$ cat src/hw/rtl/cbo_pkg.sv
// ----------------------------------------------------------------------------
// cbo_pkg: shared types and constants of the compass bearing block
// Widths, CORDIC arctangent table and the item passed from front to back.
// ----------------------------------------------------------------------------
`default_nettype none

package cbo_pkg;

  localparam int COORD_WIDTH  = 32;
  localparam int CORDIC_STEPS = 16;
  localparam int MAX_STAGES   = 24;

  // north fields are one bit narrower than west fields
  localparam int NORTH_W = COORD_WIDTH - 1;
  localparam int WEST_W  = COORD_WIDTH;
  localparam int DN_W    = NORTH_W + 1;
  localparam int DW_W    = WEST_W + 1;

  localparam int GUARD_BITS = 58 - COORD_WIDTH;
  // scaled magnitude below 2^58, cordic gain below 2, plus sign and margin
  localparam int XY_W       = GUARD_BITS + COORD_WIDTH + 3;
  localparam int XPAD       = XY_W - DW_W - GUARD_BITS;
  localparam int YPAD       = XY_W - DN_W - GUARD_BITS;

  localparam int ANG_FRAC = 20;
  localparam int ANG_W    = ANG_FRAC + 12;
  localparam int WHOLE_W  = ANG_W - ANG_FRAC;
  localparam int DEG_W    = 9;

  localparam logic signed [ANG_W-1:0] HALF_TURN      = ANG_W'(180) <<< ANG_FRAC;
  localparam logic signed [ANG_W-1:0] FULL_TURN      = ANG_W'(360) <<< ANG_FRAC;
  localparam logic signed [ANG_W-1:0] BEARING_OFFSET = ANG_W'(450) <<< ANG_FRAC;
  localparam logic [WHOLE_W-1:0]      DEG_PER_TURN   = WHOLE_W'(360);
  localparam logic [DEG_W-1:0]        BEARING_SAME   = DEG_W'(90);

  // atan(2^-i) in degrees, scaled by 2^20 and rounded
  localparam logic signed [ANG_W-1:0] ATAN_Q20 [MAX_STAGES] = '{
    ANG_W'(47185920), ANG_W'(27855475), ANG_W'(14718068), ANG_W'(7471121),
    ANG_W'(3750058),  ANG_W'(1876857),  ANG_W'(938658),   ANG_W'(469357),
    ANG_W'(234682),   ANG_W'(117342),   ANG_W'(58671),    ANG_W'(29335),
    ANG_W'(14668),    ANG_W'(7334),     ANG_W'(3667),     ANG_W'(1833),
    ANG_W'(917),      ANG_W'(458),      ANG_W'(229),      ANG_W'(115),
    ANG_W'(57),       ANG_W'(29),       ANG_W'(14),       ANG_W'(7)
  };

  // clock edges from input transfer to the edge that takes the result
  localparam int RESULT_EDGES = CORDIC_STEPS + 3;

  localparam int QUEUE_DEPTH = 2;
  localparam int QPTR_W      = $clog2(QUEUE_DEPTH);
  localparam int QCNT_W      = $clog2(QUEUE_DEPTH + 1);

  // pre-rotated vector, unscaled
  typedef struct packed {
    logic                   same_pos;
    logic                   half_turn;
    logic signed [DW_W-1:0] x;
    logic signed [DN_W-1:0] y;
  } item_t;

endpackage

`default_nettype wire

$ cat src/hw/rtl/cbo_front.sv
// ----------------------------------------------------------------------------
// cbo_front: position differences and quadrant classification
// Forms north and west differences, flags equal positions and folds a
// negative west difference into the right half plane.
// ----------------------------------------------------------------------------
`default_nettype none

module cbo_front (
  input  wire logic signed [cbo_pkg::NORTH_W-1:0] current_north_i,
  input  wire logic signed [cbo_pkg::WEST_W-1:0]  current_west_i,
  input  wire logic signed [cbo_pkg::NORTH_W-1:0] target_north_i,
  input  wire logic signed [cbo_pkg::WEST_W-1:0]  target_west_i,
  output cbo_pkg::item_t                          item_o
);

  logic signed [cbo_pkg::DN_W-1:0] dn;
  logic signed [cbo_pkg::DW_W-1:0] dw;

  always_comb begin
    dn = cbo_pkg::DN_W'(target_north_i) - cbo_pkg::DN_W'(current_north_i);
    dw = cbo_pkg::DW_W'(target_west_i) - cbo_pkg::DW_W'(current_west_i);

    item_o.same_pos  = (dn == '0) && (dw == '0);
    item_o.half_turn = dw[cbo_pkg::DW_W-1];
    // negation cannot overflow: differences never reach the most negative code
    if (dw[cbo_pkg::DW_W-1]) begin
      item_o.x = -dw;
      item_o.y = -dn;
    end else begin
      item_o.x = dw;
      item_o.y = dn;
    end
  end

endmodule

`default_nettype wire

$ cat config.mk
export PLATFORM = sky130hd
export DESIGN_NAME = cbo_front
export DESIGN_NICKNAME = d
export VERILOG_FILES = /design/src/hw/rtl/cbo_pkg.sv /design/src/hw/rtl/cbo_front.sv
export SDC_FILE = /design/constraint.sdc
export NUM_CORES = 1
export LEC_CHECK = 0
export BUFFER_PORTS_ARGS = -buffer_cell sky130_fd_sc_hd__buf_2
export CAP_MARGIN = 20
export CORE_ASPECT_RATIO = 1.4
export CORE_MARGIN = 1
export CORE_UTILIZATION = 30
export DETAILED_ROUTE_END_ITERATION = 8
export SLEW_MARGIN = 20
export SYNTH_ARGS = -nofsm -noshare
export SYNTH_HDL_FRONTEND = slang
export SYNTH_SLANG_ARGS = --single-unit
$ cat constraint.sdc
create_clock -name vclk -period 5.9
set_clock_uncertainty 0.1 [all_clocks]
set_input_delay 1.18 -clock vclk [all_inputs]
set_output_delay 1.18 -clock vclk [all_outputs]
set_load 0.05 [all_outputs]
==> flow_summary.html <==
<table>
<tr><th>Metric</th><th>Value</th></tr>
<tr><th colspan="2">Global route</th></tr>
<tr><td>Vias in the first global route</td><td>6518</td></tr>
<tr><td>Overflow after GRT</td><td>0</td></tr>
<tr><td>Gr usage total</td><td>0.189</td></tr>
<tr><td>Antenna violations before repair</td><td>0</td></tr>
<tr><td>Pin count of the biggest net entering global routing</td><td>20</td></tr>
<tr><td>Global-route wire length before repair</td><td>29.1 mm</td></tr>
<tr><th colspan="2">Yosys</th></tr>
<tr><td>Sequential element share of the synthesized area</td><td>0</td></tr>
<tr><td>Number of warnings reported in the yosys synthesis log</td><td>0</td></tr>
<tr><td>Mean instance size in the synthesized netlist</td><td>6.64 µm²</td></tr>
<tr><td>Multiplexer area fraction after synthesis</td><td>0.00561</td></tr>
<tr><td>Main area contributors after synthesis</td><td>sky130_fd_sc_hd__ha_1, sky130_fd_sc_hd__xnor2_1, sky130_fd_sc_hd__a21oi_1</td></tr>
<tr><td>Post-synthesis adder-cell area fraction</td><td>0.162</td></tr>
<tr><td>Instance count of the mapped netlist</td><td>807</td></tr>
<tr><td>Area leader, netlist</td><td>sky130_fd_sc_hd__ha_1</td></tr>
<tr><td>Net count of the mapped netlist</td><td>1001</td></tr>
<tr><td>Compound-Gate Fraction of Synth Area</td><td>0.321</td></tr>
<tr><td>Number of distinct library cells after synthesis</td><td>72</td></tr>
<tr><td>Post-synth design cell area</td><td>5360 µm²</td></tr>
<tr><td>Post-synthesis share of cell area spent on and, or, nand and nor gates</td><td>0.255</td></tr>
<tr><td>Dominant combinational cell family by area after synthesis</td><td>compound AO/OA/AOI/OAI gates</td></tr>
<tr><td>Share of the synthesized area in the top cell type</td><td>0.154</td></tr>
<tr><td>Fraction of synthesized cell area in xor and xnor cells</td><td>0.177</td></tr>
<tr><th colspan="2">Final layout</th></tr>
<tr><td>Count of clock buffers in the final design</td><td>0</td></tr>
<tr><td>Fillers</td><td>1834</td></tr>
<tr><td>Antenna diode instance count</td><td>0</td></tr>
<tr><td>Area taken by flip-flops and latches</td><td>0 µm²</td></tr>
<tr><td>Most common cell after layout, fill and taps aside</td><td>sky130_fd_sc_hd__buf_2</td></tr>
<tr><td>FF+latch count</td><td>0</td></tr>
<tr><td>Post-layout instance area</td><td>8360 µm²</td></tr>
<tr><td>Commonest cells after routing, fill and taps aside</td><td>sky130_fd_sc_hd__buf_2, sky130_fd_sc_hd__buf_4, sky130_fd_sc_hd__inv_1, sky130_fd_sc_hd__a21oi_1, sky130_fd_sc_hd__nand2_1</td></tr>
<tr><td>Post-synthesis to final-layout area growth</td><td>56.1%</td></tr>
<tr><td>Layout cell share with drive strength beyond 1</td><td>0.392</td></tr>
<tr><td>Nets@finish</td><td>1318</td></tr>
<tr><th colspan="2">Floorplan</th></tr>
<tr><td>Die area</td><td>18400 µm²</td></tr>
<tr><td>Die span in y</td><td>160 µm</td></tr>
<tr><td>Std cell rows</td><td>57</td></tr>
<tr><td>Die span in x</td><td>115 µm</td></tr>
<tr><td>Initial Util</td><td>0.308</td></tr>
<tr><td>Area of the core region</td><td>17400 µm²</td></tr>
<tr><td>Number of ports placed on the die boundary</td><td>193</td></tr>
<tr><th colspan="2">Routing</th></tr>
<tr><td>DRT Pass-1 Iters</td><td>4</td></tr>
<tr><td>Remaining number of nets flagged by the antenna check after routing</td><td>0</td></tr>
<tr><td>Total via count after detailed routing</td><td>6802</td></tr>
<tr><td>Ratio of routed vias to standard cells</td><td>5.01</td></tr>
<tr><td>Violation count after the first detailed-routing iteration</td><td>273</td></tr>
<tr><td>Routed WL</td><td>18.2 mm</td></tr>
<tr><td>DRC violation count after routing</td><td>0</td></tr>
<tr><td>DR WL/cell</td><td>13.4 µm</td></tr>
<tr><th colspan="2">Setup path</th></tr>
<tr><td>Worst Setup Path Type</td><td>primary input to primary output</td></tr>
<tr><td>Data required time at the worst endpoint</td><td>4620 ps</td></tr>
<tr><td>Startpoint types</td><td>primary input</td></tr>
<tr><td>Arrival time of the worst setup path</td><td>4520 ps</td></tr>
<tr><td>Setup crit end kind</td><td>primary output</td></tr>
<tr><td>Largest fanout on the critical path</td><td>3</td></tr>
<tr><th colspan="2">Power</th></tr>
<tr><td>Leakage component of the power</td><td>4.20 nW</td></tr>
<tr><td>Maximum VDD drop</td><td>0.150 mV</td></tr>
<tr><td>Power Density</td><td>228 nW/µm²</td></tr>
<tr><th colspan="2">STA</th></tr>
<tr><td>Maximum frequency from static timing analysis</td><td>0.172 GHz</td></tr>
<tr><td>Final slew viol count</td><td>0</td></tr>
<tr><td>Smallest setup slack after layout</td><td>97.4 ps</td></tr>
<tr><td>RSZ-0062 raised after global routing</td><td>true</td></tr>
<tr><td>Final cycle utilization of the critical path</td><td>0.983</td></tr>
<tr><td>Minimum period implied by the final worst setup slack</td><td>5800 ps</td></tr>
<tr><td>Count of final setup violators</td><td>0</td></tr>
<tr><td>Slew margin rel.</td><td>0.628</td></tr>
<tr><td>Number of endpoints with negative hold slack in the final report</td><td>0</td></tr>
<tr><td>Worst hold margin</td><td>2750 ps</td></tr>
<tr><td>Transition time at the pin with the least slew margin</td><td>554 ps</td></tr>
<tr><th colspan="2">Place</th></tr>
<tr><td>Post-detail-place hpwl</td><td>15.8 mm</td></tr>
<tr><td>Worst slack at placement</td><td>-236 ps</td></tr>
<tr><td>Port Buffer Count</td><td>193</td></tr>
<tr><td>Placement-stage cell area</td><td>7930 µm²</td></tr>
<tr><td>Routability congestion estimate</td><td>0.878</td></tr>
<tr><th colspan="2">Hold path</th></tr>
<tr><td>Hold path endpoint</td><td>item_o[0]</td></tr>
<tr><td>Start point of the worst hold path</td><td>current_north_i[0]</td></tr>
<tr><td>HP Class</td><td>primary input to primary output</td></tr>
<tr><td>Hold path depth</td><td>4</td></tr>
<tr><th colspan="2">Status</th></tr>
<tr><td>Run status</td><td>finished, final reports clean</td></tr>
<tr><th colspan="2">Job</th></tr>
<tr><td>Count of maximum capacitance violations</td><td>0</td></tr>
<tr><th colspan="2">Clocking</th></tr>
<tr><td>Number of hold buffers added after CTS</td><td>0</td></tr>
</table>
[kinds of logic (layout without fill, tap and decap cells)]
| group | after synthesis | count (layout) |
|---|---|---|
| AND/OR/NAND/NOR | 260 | 260 |
| AO/OA/AOI/OAI | 255 | 255 |
| buffers and inverters | 113 | 428 |
| XOR/XNOR | 108 | 108 |
| adder cells (fa/ha/maj) | 68 | 68 |
| multiplexers | 3 | 3 |
[layout make-up]
class	instances	area, µm²	area share
multi-input cells	694	5500	0.658
well taps	236	295	0.0353
repair buffers	341	2240	0.268
inverters	87	329	0.0394
[layer usage]
layer | up-vias | global-route usage | share of wire
met4 | 0 | 0.0336 | 0.022
li1 | 3527 | - | -
met1 | 3102 | 0.202 | 0.39
met2 | 147 | 0.400 | 0.57
met5 | - | 0 | 0
met3 | 26 | 0.000380 | 0.019
[cells in the mapped netlist (all sizes together), types with 11 or more instances]
| master | instances |
|---|---|
| a21o | 19 |
| nor2b | 11 |
| or3 | 11 |
| inv | 87 |
| ha | 66 |
| nand4 | 13 |
| o21ai | 56 |
| xnor2 | 67 |
| a21oi | 73 |
| a31oi | 18 |
| nor2 | 59 |
| nand2 | 68 |
| nand3 | 24 |
| and2 | 13 |
| clkbuf | 22 |
| nor3 | 17 |
| xor2 | 41 |
[critical path: stages]
cell and delay [ps]:
sky130_fd_sc_hd__buf_6 90, sky130_fd_sc_hd__inv_4 40, sky130_fd_sc_hd__ha_4 120, sky130_fd_sc_hd__inv_2 30, sky130_fd_sc_hd__fa_2 360, sky130_fd_sc_hd__a211oi_4 270
sky130_fd_sc_hd__o21ai_2 90, sky130_fd_sc_hd__a311oi_2 250, sky130_fd_sc_hd__buf_4 180, sky130_fd_sc_hd__o21ai_2 50, sky130_fd_sc_hd__a211o_1 290, sky130_fd_sc_hd__xor2_1 160
sky130_fd_sc_hd__a311o_1 300, sky130_fd_sc_hd__or3_4 400, sky130_fd_sc_hd__o41ai_4 320, sky130_fd_sc_hd__xnor2_1 160, sky130_fd_sc_hd__buf_4 220
[metrics by stage]
step | setup TNS, ps | instances | total power, mW | utilization
finish | 0 | 1358 | 1.91 | 0.480
detailed placement | -755 | 1348 | 1.83 | 0.456
floorplan | -823 | 807 | 1.24 | -
global route | -536 | 1358 | 2.02 | 0.480
CTS | 0 | 1353 | 1.85 | 0.463
global placement | -481 | 1348 | 1.82 | 0.456
[repair_timing]
item / in CTS / in global routing
resized for setup: 24 / 61
pin swaps: 13 / 23
cloned: 0 / 0
setup buffers: 5 / 5
endpoints found under the setup margin: 16 / 54
[where the power goes]
group	internal, mW	switching, mW
Combinational	0.706	1.20
Sequential	0	0
Clock	0	0
[worst max path at each step]
stage / slack (ps) / start / depth (start not counted) / end
after floorplan: -290 / target_west_i[0] / 14 / item_o[1]
after global placement: -150 / target_north_i[0] / 17 / item_o[31]
after detailed placement: -240 / target_north_i[0] / 17 / item_o[31]
after CTS: 5 / target_north_i[0] / 17 / item_o[66]
after global routing: -110 / target_north_i[0] / 17 / item_o[31]
final: 100 / target_north_i[0] / 17 / item_o[31]
No activity file was read; power rests on OpenSTA's default activity.
