==> config.mk <==
export PLATFORM = sky130hd
export DESIGN_NAME = cbo_queue
export DESIGN_NICKNAME = d
export VERILOG_FILES = /design/src/hw/rtl/cbo_pkg.sv /design/src/hw/rtl/cbo_queue.sv
export SDC_FILE = /design/constraint.sdc
export NUM_CORES = 1
export LEC_CHECK = 0
export BUFFER_PORTS_ARGS = -buffer_cell sky130_fd_sc_hd__buf_4
export CAP_MARGIN = 20
export CORE_MARGIN = 2
export CORE_UTILIZATION = 52
export DETAILED_ROUTE_END_ITERATION = 12
export GPL_TIMING_DRIVEN = 1
export MAX_ROUTING_LAYER = met4
export PLACE_DENSITY = 0.79
export SETUP_SLACK_MARGIN = 0.5
export SYNTH_ARGS = -nofsm -noshare
export SYNTH_HDL_FRONTEND = slang
export SYNTH_SLANG_ARGS = --single-unit
==> constraint.sdc <==
create_clock -name clk_i -period 5 [get_ports clk_i]
set_input_delay 0.25 -clock clk_i [delete_from_list [all_inputs] [get_ports clk_i]]
set_output_delay 0.25 -clock clk_i [all_outputs]
set_load 0.005 [all_outputs]
==> src/hw/rtl/cbo_pkg.sv <==
// ----------------------------------------------------------------------------
// cbo_pkg: shared types and constants of the compass bearing block
// Widths, CORDIC arctangent table and the item passed from front to back.
// ----------------------------------------------------------------------------
`default_nettype none

package cbo_pkg;

  localparam int COORD_WIDTH  = 32;
  localparam int CORDIC_STEPS = 16;
  localparam int MAX_STAGES   = 24;

  // north fields are one bit narrower than west fields
  localparam int NORTH_W = COORD_WIDTH - 1;
  localparam int WEST_W  = COORD_WIDTH;
  localparam int DN_W    = NORTH_W + 1;
  localparam int DW_W    = WEST_W + 1;

  localparam int GUARD_BITS = 58 - COORD_WIDTH;
  // scaled magnitude below 2^58, cordic gain below 2, plus sign and margin
  localparam int XY_W       = GUARD_BITS + COORD_WIDTH + 3;
  localparam int XPAD       = XY_W - DW_W - GUARD_BITS;
  localparam int YPAD       = XY_W - DN_W - GUARD_BITS;

  localparam int ANG_FRAC = 20;
  localparam int ANG_W    = ANG_FRAC + 12;
  localparam int WHOLE_W  = ANG_W - ANG_FRAC;
  localparam int DEG_W    = 9;

  localparam logic signed [ANG_W-1:0] HALF_TURN      = ANG_W'(180) <<< ANG_FRAC;
  localparam logic signed [ANG_W-1:0] FULL_TURN      = ANG_W'(360) <<< ANG_FRAC;
  localparam logic signed [ANG_W-1:0] BEARING_OFFSET = ANG_W'(450) <<< ANG_FRAC;
  localparam logic [WHOLE_W-1:0]      DEG_PER_TURN   = WHOLE_W'(360);
  localparam logic [DEG_W-1:0]        BEARING_SAME   = DEG_W'(90);

  // atan(2^-i) in degrees, scaled by 2^20 and rounded
  localparam logic signed [ANG_W-1:0] ATAN_Q20 [MAX_STAGES] = '{
    ANG_W'(47185920), ANG_W'(27855475), ANG_W'(14718068), ANG_W'(7471121),
    ANG_W'(3750058),  ANG_W'(1876857),  ANG_W'(938658),   ANG_W'(469357),
    ANG_W'(234682),   ANG_W'(117342),   ANG_W'(58671),    ANG_W'(29335),
    ANG_W'(14668),    ANG_W'(7334),     ANG_W'(3667),     ANG_W'(1833),
    ANG_W'(917),      ANG_W'(458),      ANG_W'(229),      ANG_W'(115),
    ANG_W'(57),       ANG_W'(29),       ANG_W'(14),       ANG_W'(7)
  };

  // clock edges from input transfer to the edge that takes the result
  localparam int RESULT_EDGES = CORDIC_STEPS + 3;

  localparam int QUEUE_DEPTH = 2;
  localparam int QPTR_W      = $clog2(QUEUE_DEPTH);
  localparam int QCNT_W      = $clog2(QUEUE_DEPTH + 1);

  // pre-rotated vector, unscaled
  typedef struct packed {
    logic                   same_pos;
    logic                   half_turn;
    logic signed [DW_W-1:0] x;
    logic signed [DN_W-1:0] y;
  } item_t;

endpackage

`default_nettype wire

==> src/hw/rtl/cbo_queue.sv <==
// ----------------------------------------------------------------------------
// cbo_queue: short first-word-fall-through queue between front and back
// Holds classified items until the cordic pipeline takes them.
// ----------------------------------------------------------------------------
`default_nettype none

module cbo_queue (
  input  wire logic      clk_i,
  input  wire logic      rst_ni,
  input  wire logic      push_i,
  input  cbo_pkg::item_t push_item_i,
  output logic           full_o,
  input  wire logic      pop_i,
  output logic           valid_o,
  output cbo_pkg::item_t item_o
);

  cbo_pkg::item_t                  mem_q [cbo_pkg::QUEUE_DEPTH];
  logic [cbo_pkg::QPTR_W-1:0]      wr_ptr_q, wr_ptr_d;
  logic [cbo_pkg::QPTR_W-1:0]      rd_ptr_q, rd_ptr_d;
  logic [cbo_pkg::QCNT_W-1:0]      count_q, count_d;
  logic                            do_push, do_pop;

  assign full_o  = (count_q == cbo_pkg::QCNT_W'(cbo_pkg::QUEUE_DEPTH));
  assign valid_o = (count_q != '0);
  assign item_o  = mem_q[rd_ptr_q];
  assign do_push = push_i && !full_o;
  assign do_pop  = pop_i && valid_o;

  always_comb begin
    wr_ptr_d = wr_ptr_q;
    rd_ptr_d = rd_ptr_q;
    count_d  = count_q;
    if (do_push) begin
      wr_ptr_d = (wr_ptr_q == cbo_pkg::QPTR_W'(cbo_pkg::QUEUE_DEPTH - 1)) ? '0
                 : wr_ptr_q + cbo_pkg::QPTR_W'(1);
    end
    if (do_pop) begin
      rd_ptr_d = (rd_ptr_q == cbo_pkg::QPTR_W'(cbo_pkg::QUEUE_DEPTH - 1)) ? '0
                 : rd_ptr_q + cbo_pkg::QPTR_W'(1);
    end
    if (do_push && !do_pop) begin
      count_d = count_q + cbo_pkg::QCNT_W'(1);
    end else if (do_pop && !do_push) begin
      count_d = count_q - cbo_pkg::QCNT_W'(1);
    end
  end

  always_ff @(posedge clk_i or negedge rst_ni) begin
    if (!rst_ni) begin
      wr_ptr_q <= '0;
      rd_ptr_q <= '0;
      count_q  <= '0;
    end else begin
      wr_ptr_q <= wr_ptr_d;
      rd_ptr_q <= rd_ptr_d;
      count_q  <= count_d;
    end
  end

  always_ff @(posedge clk_i) begin
    if (do_push) begin
      mem_q[wr_ptr_q] <= push_item_i;
    end
  end

endmodule

`default_nettype wire

==> results of run 1 <==
[routing by layer]
metal / up-vias / wire [microns]
li1: 1338 / -
met2: 114 / 5300
met1: 1412 / 4020
met3: 18 / 591
met5: - / 0
met4: 0 / 183
[sequential cells by signal, summed over array words and instances, names as in the netlist]
| signal | flops |
|---|---|
| mem_q | 134 |
| count_q | 2 |
| rd_ptr_q | 1 |
| wr_ptr_q | 1 |
[how the worst max path moves through the flow]
stage | start | endpoint | slack (ns) | cells past startpoint
finish | rd_ptr_q | item_o[8] | 2.53 | 2
floorplan | count_q[0] | mem_q[0][0] | 1.08 | 3
CTS | rd_ptr_q | item_o[6] | 2.51 | 2
global placement | count_q[0] | mem_q[0][16] | 2.55 | 4
global route | rd_ptr_q | item_o[6] | 2.45 | 2
detailed placement | count_q[0] | mem_q[0][16] | 2.91 | 4
[cells in the final DEF (no fill, tap or decap), drive strengths merged]
cell	n
edfxtp	134
clkinvlp	4
nand2b	1
and3	1
clkbuf	18
clkinv	6
inv	3
or2	1
xor2	2
dlygate4sd3	68
nor2	2
ha	1
xnor2	3
buf	142
bufinv	3
dfrtp	4
nand2	2
mux2	67
[timing repair]
item / in CTS / in global routing
gates resized for setup: 0 / 0
hold buffers: 68 / 0
endpoints found under the hold margin: 138 / 0
setup endpoints to repair: 0 / 0
[cells by family (layout without fill, tap and decap cells)]
family	count (synthesis)	in the layout	share of synthesized area
simple gates	7	7	0.00660
flops	138	138	0.805
buf+inv	10	244	0.0156
mux	67	67	0.162
xor+xnor	5	5	0.00855
fa+ha+maj	1	1	0.00244
[cell type report]
cell class	count	area [sq um]
Sequential cell	138	4130
Multi-Input combinational cell	80	928
Tap cell	133	166
Inverter	2	7.51
Clock buffer	18	418
Clock inverter	14	154
Timing Repair Buffer	210	1770
Fill cell	505	2120
[tightest hold or removal path, cell delays in order]
cell	delay, ns
buf_4	0.11
nand2_1	0.09
xnor2_1	0.07
[power by group through the flow]
stage / registers, mW / clock network, mW / logic, mW
floorplan: 1.67 / 0 / 0.685
global placement: 1.78 / 0 / 1.06
detailed placement: 1.80 / 0 / 1.09
CTS: 1.77 / 1.20 / 1.14
global route: 1.80 / 1.26 / 1.23
finish: 1.77 / 1.19 / 1.14
==> results.json, run 1 <==
{
  "drt-initial-drc-count": 116,
  "wire_per_inst_microns": 17.0,
  "p_sw_mw": 1.06,
  "synth_ff_type": "edfxtp_1",
  "clkPwrFrac": 0.291,
  "synthCells": 228,
  "end_kind": "output pin",
  "crit_fanout": 68,
  "avgViaCountPerCell": 4.84,
  "post_cts_buffers": 0,
  "min_from": "pop_i",
  "rr_worst_depth": 4,
  "die-area_sq_mm": 0.0107,
  "synth_top_area_cell": "edfxtp_1",
  "cts_sinks": 138,
  "r2r_end": "mem_q[0][6]",
  "rows": 36,
  "ys_seq_area_frac": 0.805,
  "syn_area_sq_mm": 0.00512,
  "wirelength_mm": 10.1,
  "setup_violations": 0,
  "grt_start_max_net_pins": 69,
  "path_cells": "mux2_2 > buf_4",
  "rsz0062_at_grt": "false",
  "hold_end": "rd_ptr_q",
  "drc_errors": 0,
  "synth_top_area_frac": 0.785,
  "hold_violations": 0,
  "tns_ns": 0,
  "r2r-start": "count_q[0]",
  "grt-busiest-layer": "met2",
  "clockBufferDepth": 2,
  "outcome": "finished clean",
  "fin_area_sq_mm": 0.00757,
  "cp-start-kind": "register",
  "whs_ns": 0.0422,
  "fin_crit_ns": 2.47,
  "reg2reg_slack_ns": 2.95,
  "synth_top_cells_by_count": "134 x edfxtp_1, 47 x mux2_2, 20 x mux2_4, 4 x buf_2, 4 x dfrtp_1",
  "ios": 140,
  "pwr-share-seq": 0.432,
  "dpl.hpwl_mm": 5.58,
  "worstPathArrival_ns": 2.22,
  "syn_to_final_growth_pct": 47.7,
  "finalMaxSlewViolations": 0,
  "power_density_mw_per_mm2": 543,
  "grt.met3_usage": 0.0618,
  "critical_path_class": "reg2out",
  "synth.most_common_cell": "edfxtp_1",
  "fmax_ghz": 0.405,
  "cts_htree_levels": 4,
  "fin_cells": 595,
  "grt_use_total": 0.196,
  "grt_pass1_vias": 3056,
  "crit_required_ns": 4.75,
  "die_w_microns": 103,
  "skew_ns": 0.00758,
  "antenna_found_initial": 0,
  "pre_cts_ws_ns": 2.91,
  "worst_slack_ns": 2.53,
  "path_buf_inv": 1,
  "comb_power_share": 0.277,
  "gp_congestion": 0.715,
  "drtPass1Iterations": 4,
  "p_sw_frac": 0.257,
  "synth_warnings": 0,
  "finalNetCount": 521,
  "placed_area_sq_mm": 0.00632,
  "syn_avg_cell_area_sq_um": 22.5,
  "tightest_slew_ns": 1.01,
  "clkLatencyLatePin_ns": 0.51,
  "yosys-top-cells-area": "edfxtp_1 79%, mux2_2 10%, mux2_4 5.9%",
  "clock-root-buffer": "clkbuf_8",
  "dieHeight_microns": 103,
  "synth-seq-cells": 138,
  "total_power_mw": 4.11,
  "synth_edf_count": 134,
  "post-place-cells": 495,
  "overflow": 0,
  "hold_path.class": "in2reg",
  "crit_path_max_incr_delay_ns": 1.10,
  "utilization": 0.782,
  "synthArstFlopShare": 0.0290,
  "worst_path_max_delay_cell": "dfrtp_4",
  "p_int_mw": 3.05,
  "drive_gt1_frac": 0.519,
  "n_antenna_cell": 0,
  "cts_tree": "built",
  "p_leak_nw": 2.94,
  "yosysUniqueCellTypes": 16,
  "path_clk_slew_ns": 0.06,
  "syn-num-nets": 300,
  "antenna_left": 0,
  "numPortBuffers": 139,
  "use_met2": 0.343,
  "cpLargestDelayFamily": "flip-flops",
  "hold-path-cell-count": 3,
  "grt_pass1_wl_mm": 14.5,
  "numCtsBuffers": 17,
  "relSlewSlack": 0.325,
  "period_share": 0.494,
  "initial_utilization": 0.529,
  "use_met1": 0.204,
  "coreArea_sq_mm": 0.00968,
  "max-cap-violations": 0,
  "route.vias.total": 2882,
  "vdd_drop_max_mv": 0.459
}
Power figures use the tool's default switching activity.
==> inputs of run 2 (changes only) <==
--- a/config.mk
+++ b/config.mk
@@ -5,6 +5,7 @@
 export SDC_FILE = /design/constraint.sdc
 export NUM_CORES = 1
 export LEC_CHECK = 0
+export ABC_AREA = 1
 export BUFFER_PORTS_ARGS = -buffer_cell sky130_fd_sc_hd__buf_4
 export CAP_MARGIN = 20
 export CORE_MARGIN = 2
==> constraint.sdc (replaced) <==
create_clock -name clk_i -period 2.5 [get_ports clk_i]
set_input_delay 0.125 -clock clk_i [delete_from_list [all_inputs] [get_ports clk_i]]
set_output_delay 0.125 -clock clk_i [all_outputs]
set_load 0.005 [all_outputs]
==> run 2 against run 1 <==
- cell count increased by 26%
- highest routed layer unchanged
- cell area increased by 0.71%
- die area decreased by 0.29%
- clock power increased by 110%
- area after synthesis decreased by 0.29%
- utilization increased by 0.92 points
- critical path depth increased by 2
- largest power group unchanged
- flip-flop and latch count unchanged
==> results.json, run 2 <==
{
  "hold_violations": 0,
  "wirelength_mm": 11.6,
  "synth_warnings": 0,
  "synth_ff_type": "edfxtp_1",
  "syn_to_final_growth_pct": 49.2,
  "dpl.hpwl_mm": 6.46,
  "pre_cts_ws_ns": 0.792,
  "yosys-top-cells-area": "edfxtp_1 79%, nand2_1 16%, dfrtp_1 2.0%",
  "end_kind": "output pin",
  "clkLatencyLatePin_ns": 0.51,
  "rows": 36,
  "hold_end": "wr_ptr_q",
  "cts_sinks": 138,
  "drc_errors": 0,
  "overflow": 0,
  "dieHeight_microns": 103,
  "synthArstFlopShare": 0.0290,
  "largest_register": "mem_q",
  "crit_fanout": 68,
  "yosysUniqueCellTypes": 14,
  "die_w_microns": 103,
  "syn_area_sq_mm": 0.00511,
  "path_cells": "buf_6 > nand2_1 > nand2_1 > buf_4",
  "cts_tree": "built",
  "rsz0062_at_grt": "true",
  "drt-initial-drc-count": 159,
  "largest_reg_flops": 134,
  "utilization": 0.791,
  "r2r-start": "count_q[0]",
  "synth_edf_count": 134,
  "cp-start-kind": "register",
  "numCtsBuffers": 17,
  "tns_ns": 0,
  "cp_common_cell": "nand2_1",
  "wire_per_inst_microns": 15.5,
  "rr_worst_depth": 5,
  "setup_violations": 0,
  "synthCells": 382,
  "synth_top_cells_by_count": "212 x nand2_1, 134 x edfxtp_1, 9 x buf_2, 7 x inv_1",
  "outcome": "finished clean",
  "total_power_mw": 8.48,
  "power_density_mw_per_mm2": 1110,
  "layout_common_cells": "212 x nand2_1, 143 x buf_4, 134 x edfxtp_1, 70 x dlygate4sd3_1, 16 x clkbuf_16",
  "avgViaCountPerCell": 4.78,
  "ios": 140,
  "route.vias.total": 3583,
  "fin_crit_ns": 1.88,
  "worst_path_max_delay_cell": "buf_6",
  "grt_use_total": 0.230,
  "relSlewSlack": 0.659,
  "worstPathArrival_ns": 1.75,
  "vdd_drop_max_mv": 0.627,
  "path_buf_inv": 2,
  "coreArea_sq_mm": 0.00964,
  "die-area_sq_mm": 0.0106,
  "antenna_found_initial": 0,
  "clockBufferDepth": 2,
  "synth-seq-cells": 138,
  "p_leak_nw": 3.26,
  "r2r_end": "mem_q[0][30]",
  "ys_seq_area_frac": 0.807,
  "drtPass1Iterations": 4,
  "max-cap-violations": 0,
  "gp_congestion": 0.754,
  "critical_path_class": "reg2out",
  "crit_required_ns": 2.38,
  "crit_path_max_incr_delay_ns": 0.43,
  "synth_top_area_frac": 0.788,
  "drive_gt1_frac": 0.295,
  "cpLargestDelayFamily": "buffers and inverters",
  "syn_avg_cell_area_sq_um": 13.4,
  "fin_cells": 749,
  "grt_pass1_wl_mm": 17.2,
  "numPortBuffers": 139,
  "hold-path-cell-count": 5,
  "synth.most_common_cell": "nand2_1",
  "clock-root-buffer": "clkbuf_8",
  "finalNetCount": 675,
  "grt_pass1_vias": 3536,
  "initial_utilization": 0.530,
  "worst_slack_ns": 0.622,
  "syn-num-nets": 454,
  "skew_ns": 0.00786,
  "cts_htree_levels": 4,
  "min_from": "push_i",
  "synth_top_area_cell": "edfxtp_1",
  "tightest_slew_ns": 0.511,
  "period_share": 0.751,
  "reg2reg_slack_ns": 0.77,
  "path_clk_slew_ns": 0.06,
  "antenna_left": 0,
  "grt_start_max_net_pins": 69,
  "largestRegisters": "mem_q x134, count_q x2",
  "post-place-cells": 647,
  "fmax_ghz": 0.533,
  "n_antenna_cell": 0,
  "layout_commonest_cell": "nand2_1",
  "hold_path.class": "in2reg",
  "finalMaxSlewViolations": 0
}
-- run 2: kinds of logic after synthesis --
family,Yosys count,synth area share
AO/OA/AOI/OAI,1,0.000979
XOR/XNOR,1,0.00171
adder cells (fa/ha/maj),1,0.00245
buffers and inverters,23,0.0264
flip-flops,138,0.807
AND/OR/NAND/NOR,218,0.161
-- run 2: what timing repair did --
item                                    in CTS  in global routing
hold buffers                                70                  0
setup buffers                                0                  0
endpoints found under the hold margin      139                  0
endpoints found under the setup margin       0                 66
gates resized for setup                      0                  3
-- run 2: through the flow --
step	hold WS [ns]	cell area [sq um]
floorplan	-0.171	5120
global placement	-0.0780	6330
detailed placement	-0.0755	6330
CTS	0.0222	7620
global route	0.0499	7620
finish	0.0426	7620
-- run 2: metal layers --
metal / share of wire / track usage
met3: 0.074 / 0.0780
met4: 0.018 / 0.0870
met2: 0.51 / 0.375
met1: 0.40 / 0.266
met5: 0 / -
-- run 2: worst max path at each step --
| stage | from | endpoint | cells past startpoint |
|---|---|---|---|
| global route | rd_ptr_q | item_o[19] | 4 |
| finish | rd_ptr_q | item_o[19] | 4 |
| global placement | count_q[1] | mem_q[0][24] | 6 |
| floorplan | count_q[0] | mem_q[0][0] | 4 |
| CTS | rd_ptr_q | item_o[3] | 4 |
| detailed placement | count_q[1] | mem_q[0][37] | 6 |
-- run 2: worst min-delay path: cells and delay by family --
family                 cells  cell delay, ns
and+or+nand+nor            3            0.23
buffers and inverters      2            0.15
-- run 2: where the power goes --
part | internal [mW] | total (mW) | switching, mW
Clock | 1.53 | 2.46 | 0.929
Sequential | 3.16 | 3.30 | 0.147
Combinational | 1.22 | 2.72 | 1.50
-- run 2: final cells by class --
class	count	area (sq um)
Inverter	8	36.3
Tap cell	133	166
Clock buffer	19	422
Timing Repair Buffer	217	1850
Fill cell	562	2020
Clock inverter	13	168
Multi-Input combinational cell	221	860
Sequential cell	138	4130
==> inputs of run 3 (changes only) <==
--- a/config.mk
+++ b/config.mk
@@ -9,11 +9,11 @@
 export BUFFER_PORTS_ARGS = -buffer_cell sky130_fd_sc_hd__buf_4
 export CAP_MARGIN = 20
 export CORE_MARGIN = 2
-export CORE_UTILIZATION = 52
+export CORE_UTILIZATION = 47
 export DETAILED_ROUTE_END_ITERATION = 12
 export GPL_TIMING_DRIVEN = 1
 export MAX_ROUTING_LAYER = met4
-export PLACE_DENSITY = 0.79
+export PLACE_DENSITY = 0.76
 export SETUP_SLACK_MARGIN = 0.5
 export SYNTH_ARGS = -nofsm -noshare
 export SYNTH_HDL_FRONTEND = slang
==> constraint.sdc (replaced) <==
create_clock -name clk_i -period 1.5 [get_ports clk_i]
set_input_delay 0.075 -clock clk_i [delete_from_list [all_inputs] [get_ports clk_i]]
set_output_delay 0.075 -clock clk_i [all_outputs]
set_load 0.005 [all_outputs]
==> run 3 against run 2 <==
- the run now ends with negative hold slack, negative setup slack left
- clock skew is 0.0027 ns higher
- hold slack got worse by 0.12 ns
- sequential power grew 68%
- flip-flop and latch count stayed put
- count of clock-buffer cells in the layout down 2
- register-to-register slack worse by 0.87 ns
- die area increased by 10%
- cell count grew 9.2%
- non-clock buffer count up 62
- critical path type unchanged
- largest cell class unchanged
==> results.json, run 3 (synthesis results as in run 2) <==
{
  "critical_path_class": "reg2out",
  "rows": 38,
  "outcome": "finished, violations left",
  "initial_utilization": 0.478,
  "ios": 140,
  "numCtsBuffers": 17,
  "power_density_mw_per_mm2": 1920,
  "largest_register": "mem_q",
  "relSlewSlack": 0.803,
  "crit_path_max_incr_delay_ns": 0.43,
  "clock-root-buffer": "clkbuf_8",
  "die-area_sq_mm": 0.0117,
  "avgViaCountPerCell": 4.91,
  "wire_per_inst_microns": 18.5,
  "crit_required_ns": 1.42,
  "fmax_ghz": 0.591,
  "path_buf_inv": 3,
  "min_from": "push_i",
  "die_w_microns": 108,
  "cp-start-kind": "register",
  "cts_sinks": 138,
  "grt_use_total": 0.255,
  "dpl.hpwl_mm": 6.47,
  "drt-initial-drc-count": 280,
  "fin_cells": 818,
  "layout_common_cells": "176 x nand2_1, 137 x buf_4, 134 x edfxtp_1, 70 x dlygate4sd3_1, 35 x buf_6",
  "cpLargestDelayFamily": "buffers and inverters",
  "coreArea_sq_mm": 0.0107,
  "vdd_drop_max_mv": 1.27,
  "skew_ns": 0.0105,
  "grt_start_max_net_pins": 47,
  "hold_violations": 1,
  "grt_pass1_wl_mm": 20.8,
  "cts_tree": "built",
  "fin_crit_ns": 1.69,
  "setup_violations": 193,
  "route.vias.total": 4019,
  "drtPass1Iterations": 4,
  "violations": "negative hold slack, negative setup slack",
  "cts_htree_levels": 4,
  "gp_congestion": 0.728,
  "fin_area_sq_mm": 0.00891,
  "path_cells": "clkinv_4 > buf_12 > nand2_1 > nand2_2 > buf_4",
  "r2r-start": "count_q[1]",
  "clkLatencyLatePin_ns": 0.53,
  "max-cap-violations": 0,
  "antenna_found_initial": 0,
  "worst_path_max_delay_cell": "dfrtp_2",
  "tightest_slew_ns": 0.295,
  "finalNetCount": 737,
  "syn_to_final_growth_pct": 74.5,
  "whs_ns": -0.0824,
  "n_antenna_cell": 0,
  "crit_fanout": 16,
  "worstPathArrival_ns": 1.62,
  "drc_errors": 0,
  "wirelength_mm": 15.1,
  "nFillCells": 507,
  "finalMaxSlewViolations": 0,
  "post-place-cells": 657,
  "drive_gt1_frac": 0.429,
  "path_clk_slew_ns": 0.06,
  "largest_reg_flops": 134,
  "largestRegisters": "mem_q x134, count_q x2",
  "overflow": 0,
  "clockBufferDepth": 2,
  "rsz0062_at_grt": "true",
  "placed_area_sq_mm": 0.00639,
  "worst_slack_ns": -0.191,
  "total_power_mw": 17.2,
  "numPortBuffers": 139,
  "end_kind": "output pin",
  "grt_pass1_vias": 4076,
  "cp-startpoint": "rd_ptr_q",
  "dieHeight_microns": 108,
  "cts_hold_buf": 70,
  "layout_commonest_cell": "nand2_1",
  "p_leak_nw": 3.82,
  "antenna_left": 0,
  "period_share": 1.13,
  "hold_path.class": "in2reg"
}
-- run 3: changes by cell type in the layout (fill, tap and decap cells not counted), moves of 6 or more --
cell and delta:
nand2_4 +6, buf_16 +17, buf_12 +12, nand2_1 -36
buf_6 +34, buf_4 -6, nand2_2 +30
-- run 3: final cells by class --
| type | instances | area, sq um | share of cell area |
|---|---|---|---|
| sequential | 138 | 4130 | 0.463 |
| timing repair buffer | 279 | 3010 | 0.337 |
| multi-input combinational | 221 | 1030 | 0.116 |
| clock buffer | 17 | 414 | 0.0465 |
| tap | 140 | 175 | 0.0197 |
| clock inverter | 15 | 115 | 0.0129 |
| inverter | 8 | 43.8 | 0.00491 |
-- run 3: per-layer routing --
layer  GRT usage  vias to the layer above  wire (microns)
met4      0.0879                        0             242
li1            -                     1861               -
met1       0.269                     1958            5480
met5           -                        -               0
met2       0.462                      177            8460
met3      0.0669                       23             950
-- run 3: worst paths after layout --
path	to	slack (ns)	cells past startpoint
min	wr_ptr_q	-0.08	4
min in group asynchronous	count_q[0]	0.47	3
max	item_o[32]	-0.19	5
min reg2reg	count_q[1]	0.52	2
max in group asynchronous	rd_ptr_q	0.83	3
max reg2reg	mem_q[0][54]	-0.10	8
-- run 3: worst register-to-register path, delay by kind of cell, from the launching register on --
kind | cells | cell delay (ns)
AND/OR/NAND/NOR | 3 | 0.31
buffers and inverters | 5 | 0.63
flip-flops | 1 | 0.39
-- run 3: through the flow --
step / hold WS [ns] / TNS, ns / setup WS, ns / utilization
floorplan: -0.221 / -74.13 / -0.560 / -
global placement: -0.125 / 0 / 0.0377 / 0.598
detailed placement: -0.125 / -0.359 / -0.0123 / 0.598
CTS: -0.121 / -6.46 / -0.132 / 0.802
global route: -0.0831 / -24.27 / -0.236 / 0.833
finish: -0.0824 / -17.25 / -0.191 / 0.833
-- run 3: report_power, final --
group | internal (mW) | total (mW) | switching [mW] | leakage (nW)
combinational | 4.28 | 7.87 | 3.58 | 2.27
clock | 2.05 | 3.75 | 1.70 | 0.253
sequential | 5.26 | 5.53 | 0.275 | 1.29
-- run 3: repair_timing --
action                                  4_1_cts  5_1_grt
endpoints found under the setup margin      207      207
gates resized for setup                      74       50
endpoints found under the hold margin       140        1
gates cloned                                 18        5
buffers inserted                             28        8
pin swaps                                     8        8
